## src/rtl/core/ffsi_pkg.sv

```systemverilog
package ffsi_pkg;

    // edges are brought below 2^17, normal components below 2^20
    localparam int ESIG_BITS = 17;
    localparam int EDGE_W    = ESIG_BITS + 1;
    localparam int NORM_W    = 2 * EDGE_W;
    localparam int NSIG_BITS = 20;
    localparam int NP_W      = NSIG_BITS + 1;
    localparam int SUM_W     = NP_W + 2;
    localparam int SQ_W      = 2 * NP_W;
    localparam int Q_W       = SQ_W;
    localparam int T_W       = Q_W + 2;
    localparam int SSQ_W     = 2 * (SUM_W - 1);

    localparam int OUT_W = 16;
    localparam logic [OUT_W-1:0] OUT_MAX     = 16'hFFFF;
    localparam logic [OUT_W-1:0] FLOOR_RESET = 16'd328;

    localparam int QUEUE_DEPTH = 4;

    // one classified face waiting for the divide and root
    typedef struct packed {
        logic [SSQ_W-1:0] s_sq;
        logic [T_W-1:0]   t3q;
        logic             zero_n;
        logic             lit;
    } front_item_t;

endpackage

```

## src/rtl/core/ffsi_queue.sv

```systemverilog
module ffsi_queue (
    input  logic                  clk,
    input  logic                  rst_n,
    input  logic                  push,
    input  ffsi_pkg::front_item_t push_item,
    output logic                  full,
    input  logic                  pop,
    output ffsi_pkg::front_item_t pop_item,
    output logic                  empty
);
    import ffsi_pkg::*;

    localparam int PTR_W = $clog2(QUEUE_DEPTH);
    localparam int CNT_W = $clog2(QUEUE_DEPTH + 1);

    front_item_t      mem_reg [QUEUE_DEPTH];
    logic [PTR_W-1:0] wr_ptr_reg, wr_ptr_next;
    logic [PTR_W-1:0] rd_ptr_reg, rd_ptr_next;
    logic [CNT_W-1:0] cnt_reg, cnt_next;

    assign full     = (cnt_reg == CNT_W'(QUEUE_DEPTH));
    assign empty    = (cnt_reg == '0);
    assign pop_item = mem_reg[rd_ptr_reg];

    always_comb
    begin
        wr_ptr_next = wr_ptr_reg;
        rd_ptr_next = rd_ptr_reg;
        cnt_next    = cnt_reg;
        if (push)
            wr_ptr_next = (wr_ptr_reg == PTR_W'(QUEUE_DEPTH - 1)) ? '0 : wr_ptr_reg + 1'b1;
        if (pop)
            rd_ptr_next = (rd_ptr_reg == PTR_W'(QUEUE_DEPTH - 1)) ? '0 : rd_ptr_reg + 1'b1;
        if (push && !pop)
            cnt_next = cnt_reg + 1'b1;
        else if (pop && !push)
            cnt_next = cnt_reg - 1'b1;
    end

    always_ff @(posedge clk or negedge rst_n)
    begin
        if (!rst_n)
        begin
            wr_ptr_reg <= '0;
            rd_ptr_reg <= '0;
            cnt_reg    <= '0;
        end
        else
        begin
            wr_ptr_reg <= wr_ptr_next;
            rd_ptr_reg <= rd_ptr_next;
            cnt_reg    <= cnt_next;
        end
    end

    always_ff @(posedge clk)
    begin
        if (push)
            mem_reg[wr_ptr_reg] <= push_item;
    end

endmodule

```

## config.mk

```make
export PLATFORM = sky130hd
export DESIGN_NAME = ffsi_queue
export DESIGN_NICKNAME = d
export VERILOG_FILES = /design/src/rtl/core/ffsi_pkg.sv /design/src/rtl/core/ffsi_queue.sv
export SDC_FILE = /design/constraint.sdc
export NUM_CORES = 1
export LEC_CHECK = 0
export BUFFER_PORTS_ARGS = -buffer_cell sky130_fd_sc_hd__buf_4
export CAP_MARGIN = 15
export CORE_ASPECT_RATIO = 0.75
export CORE_UTILIZATION = 60
export CTS_CLUSTER_DIAMETER = 30
export DETAILED_ROUTE_END_ITERATION = 8
export GPL_TIMING_DRIVEN = 0
export HOLD_SLACK_MARGIN = 0.08
export PLACE_DENSITY = 0.81
export RECOVER_POWER = 100
export SYNTH_ARGS = -nofsm -noshare
export SYNTH_HDL_FRONTEND = slang
export SYNTH_SLANG_ARGS = --single-unit
```

## constraint.sdc

```tcl
create_clock -name clk -period 4.83 [get_ports clk]
set_input_delay 0.7245 -clock clk [delete_from_list [all_inputs] [get_ports clk]]
set_output_delay 0.7245 -clock clk [all_outputs]
set_load 0.03 [all_outputs]
```

Word level (Yosys, flattened, before mapping)
Memory sizes are Yosys's and may differ from the RTL's.
Index checks and enable logic that the tools add are counted.
{ "word_totals": {"register_bits": 7, "ramBits": 360, "inputBits": 94, "out_inout_bits": 92, "word_cells": 23, "n_memories": 1} }
{ "mem_list": {"columns": ["memory", "words", "word_bits", "read_ports", "rd_clocked_by_memory_dff", "wr", "line", "text"], "rows": [
  ["mem_reg", 4, 90, 1, 0, 1, "ffsi_queue.sv:16", "front_item_t mem_reg [QUEUE_DEPTH];"]
]} }
{ "op_classes": {"add_sub_neg": 4, "eq_ne": 3, "muxes": 6, "reduce_logical": 6} }
{ "op_table": {"columns": ["cell", "n"], "rows": [
  ["3-bit two-way mux", 2],
  ["2-bit by 1-bit adder with 2-bit output (second input constant)", 2],
  ["2-bit == test (second input constant)", 2],
  ["2-bit two-way mux", 2],
  ["3-bit by 1-bit adder with 3-bit output (second input constant)", 1],
  ["3-bit == test (second input constant)", 1],
  ["3-bit zero test", 1],
  ["3-bit by 1-bit subtractor with 3-bit output (second input constant)", 1],
  ["1-bit logical AND", 2],
  ["1-bit zero test", 2],
  ["1-bit two-way mux", 2],
  ["2-bit nonzero test", 1]
]} }

Longest topological paths before layout
{ "depth": {"word_depth": 4, "ltp_mapped": 7, "depth_no_buf": 7} }

Worst setup path after synthesis
Ideal clock, no wire load.
{ "synth_timing": {"path_kind": "in2reg", "start": "input push", "end": "memory mem_reg[2][0] in the netlist's numbering (enable)", "setup_ns": 0.458, "arrival_ns": 2.810, "t_required_ns": 4.372, "slack_ns": 1.561, "stages": 1, "n_path_buf": 0, "path_cell_list": "and2_1"} }
{ "synth_between": {"elab_chain_len": 2} }
{ "synth_rtl": {"columns": ["item", "line", "text"], "rows": [
  ["from (decl)", "ffsi_queue.sv:4", "input logic push,"],
  ["1-bit two-way mux", "ffsi_queue.sv:58", "if (push)"],
  ["1-bit two-way mux (implied by the code)", "ffsi_queue.sv:59", "mem_reg[wr_ptr_reg] <= push_item;"],
  ["to (decl)", "ffsi_queue.sv:16", null]
]} }
Every way passes these cells.

Worst setup path in the final report
{ "layout_timing": {"start": "register wr_ptr_reg[1]", "end": "memory mem_reg[1][41] in the netlist's numbering (enable)"} }
{ "layout_rtl": {"columns": ["item", "line", "text"], "rows": [
  ["from (decl)", "ffsi_queue.sv:17", "logic [PTR_W-1:0] wr_ptr_reg, wr_ptr_next;"],
  ["from (signal assigned)", "ffsi_queue.sv:50", "wr_ptr_reg <= wr_ptr_next;"]
]} }
No word-level cell before the write port.

==> key figures <==
STA
  • Slew headroom: -117%
  • Min cycle time layout: 3.64 ns
  • Final hold violations: 0
  • RSZ-0062 raised after global routing: false
  • F_max: 0.275 GHz
  • Pins Over Slew Limit: 83
  • Fin Setup TNS: 0 ns
  • Skew final: 0.0144 ns
  • Final setup fails: 0
  • Period utilization: 75.3%
  • Hold slack: 0.453 ns
  • Worst-margin pin slew: about 3.3 ns
  • Setup ws final: around 1.2 ns

Clock tree
  • CTS tree: yes
  • Clk sink count: 367
  • CTS buffer count: 46
  • Worst-path clk slew: 0.06 ns
  • Htree depth: 2
  • Worst skew pair latency: 0.53 ns
  • Clock Path Buffers: 3
  • Setup bufs post-CTS: 0
  • Post-cts sizing count: 0
  • Root Driver: clkbuf_16

Floorplan
  • Site Rows: 46
  • Core Area: between 0.02 and 0.025 mm^2
  • Die Ht: 131 um
  • Initial core utilization: 62.3%
  • Die Area: 0.0230 mm^2
  • Die W: 175 um
  • I/O pin count: 186

GRT
  • Initial antenna violation count: 2
  • Global route overflow: 0
  • Met1 GRT Util: between 30% and 40%
  • GR Layer Usage met2: a little under two fifths
  • Most used routing layer: met2
  • M3 GR Usage: 6.71%
  • Number of global-route vias before repair: 6792
  • First-pass GRT wire length: 39400 um
  • Gr usage total: 23.2%
  • Largest net degree at the start of global routing: 52

Setup path
  • Reg2reg setup slack: 1.19 ns
  • Critical Path AT: 3.82 ns
  • CP Class: flop to flop
  • Crit-path max cell delay: 2.24 ns
  • Crit path max fanout: 50
  • Worst path slowest cell: and2_0
  • Crit. End Element: flop
  • Buf/Inv on CP: 2
  • Setup crit start kind: flop
  • Worst path required time: around 5 ns
  • Delay-heaviest family, CP: simple AND/OR/NAND/NOR gates
  • Worst path cell trace: inv_1 > ha_1 > and2_0 > buf_16

Yosys
  • Mapped Area: 0.0134 mm^2
  • Post-synth cell types: 18
  • Sequential area share after synthesis: 81.9%
  • YS warnings: 0
  • Synth Net Count: 608
  • #FFs+latches synth: 367
  • Syn avg cell area: roughly 26 um^2
  • Mapped Cells: 507

Power
  • Psw: between 0.003 and 0.004 W
  • PD cells: 681 mW/mm^2
  • Sequential power share: 38.6%
  • Combinational Power Share: 31.3%
  • Clk pwr share: 30.1%
  • Leakage power: approximately 5.2 nW
  • Max IR drop VDD: between 400 and 500 uV
  • Pint: ~0.0073 W
  • Switching part of the total: 33.1%

Layout
  • Area grow syn2layout: 20.3%
  • Layout cell share with drive strength beyond 1: between 20% and 30%
  • Fillers: 1308
  • Largest register FFs: 360
  • Final nets: 846
  • Design area: about 0.016 mm^2

Detailed routing
  • DR vias/cell: 5.81
  • Drt wl/cell: around 24 um
  • Vias: 6213
  • DRT Pass-1 Iters: 5
  • Starting DRT DRC Count: 506
  • DRC: 0
  • Total wire length: 25900 um
  • Antenna Nets Post-Route: 0

Place
  • Post-DP HPWL: 15100 um
  • Final Wtd Congestion: about 0.73
  • Dpl ws: 2.52 ns
  • I/O Buffers: 185
  • Post-DP Area: 0.0153 mm^2

Status
  • Run status: finished with violations
  • Violated checks: capacitance limit, slew limit

Job
  • Max-Cap Viols: 2

Hold path
  • Worst hold path class: input port to flop
[through the flow]
step	std cells	power (W)	utilization [%]
3_5_place_dp	984	0.00815	71.0
4_1_cts	1069	0.0115	78.0
3_3_place_gp	980	0.00806	70.4
6_report	1070	0.0110	74.9
2_1_floorplan	507	0.00684	-
5_1_grt	1069	0.0114	74.9
[synth_stat cells]
library cell	count	area, um^2
nand2_1	2	7.51
and2_1	4	25.0
mux4_2	90	2030
ha_1	6	75.1
buf_6	9	101
xor2_1	2	17.5
fa_1	1	20.0
edfxtp_1	360	10800
dfrtp_1	7	175
nor2_1	3	11.3
mux2_2	3	33.8
xnor2_1	1	8.76
o21ai_0	2	10.0
inv_1	4	15.0
buf_2	10	50.1
nor3b_1	1	7.51
buf_4	1	7.51
nor3_1	1	5.00
[power groups by stage]
stage	combinational, W	sequential (W)	clock [W]
after global routing	0.00362	0.00428	0.00350
final	0.00344	0.00424	0.00331
after CTS	0.00390	0.00424	0.00335
after detailed placement	0.00386	0.00428	0
after floorplan	0.00257	0.00427	0
after global placement	0.00374	0.00432	0
[kinds of logic (layout without fill, tap and decap cells)]
logic type      count (synthesis)  in the layout  synth area share [%]
mux                            93             93                  15.4
simple gates                   11             11                 0.420
fa+ha+maj                       7              7                 0.709
buf+inv                        24            298                  1.30
compound gates                  2              2                0.0747
xor+xnor                        3              3                 0.196
other cells                     0              1                     0
flops                         367            367                  81.9
[placed cells by master (no fill, tap or decap), types with 4 or more instances in the layout]
cell	Yosys	routed
buf_6	9	8
clkinvlp_4	0	6
inv_1	4	4
buf_16	0	4
buf_2	10	6
clkinv_1	0	10
buf_4	1	13
ha_1	6	6
edfxtp_1	360	360
clkbuf_16	0	47
dfrtp_1	7	7
bufinv_16	0	5
clkbuf_1	0	186
mux4_2	90	90
[cell type report]
class / instances / area, um^2 / share of cell area, %
antenna: 1 / 2.50 / 0.0155
buffer: 20 / 146 / 0.908
clock buffer: 55 / 1210 / 7.48
clock inverter: 29 / 298 / 1.85
inverter: 4 / 15.0 / 0.0931
multi-input combinational: 116 / 2250 / 14.0
sequential: 367 / 11000 / 68.1
tap: 288 / 360 / 2.23
timing repair buffer: 190 / 860 / 5.33
[routing by layer]
layer  up-vias  wire length, um
met1      3211            10300
met2       276            12800
met5         -                0
li1       2679                -
met3        47             2270
met4         0              450
[worst paths after layout]
check / start / end / cells after the start
max reg2reg: wr_ptr_reg[1]$_DFFE_PN0P_ / mem_reg[1][41]$_DFFE_PP_ / 4
max in group asynchronous: rst_n / wr_ptr_reg[0]$_DFFE_PN0P_ / 2
min in group asynchronous: rst_n / cnt_reg[0]$_DFFE_PN0P_ / 2
min reg2reg: cnt_reg[2]$_DFFE_PN0P_ / cnt_reg[2]$_DFFE_PN0P_ / 1
min: push_item[29] / mem_reg[0][29]$_DFFE_PP_ / 1
max: wr_ptr_reg[1]$_DFFE_PN0P_ / mem_reg[1][41]$_DFFE_PP_ / 4
[repair_timing]
action | 4_1_cts | 5_1_grt
endpoints found under the hold margin | 7 | 0
hold buffers | 1 | 0
endpoints found under the setup margin | 0 | 0
(Power assumes the default switching activity.)
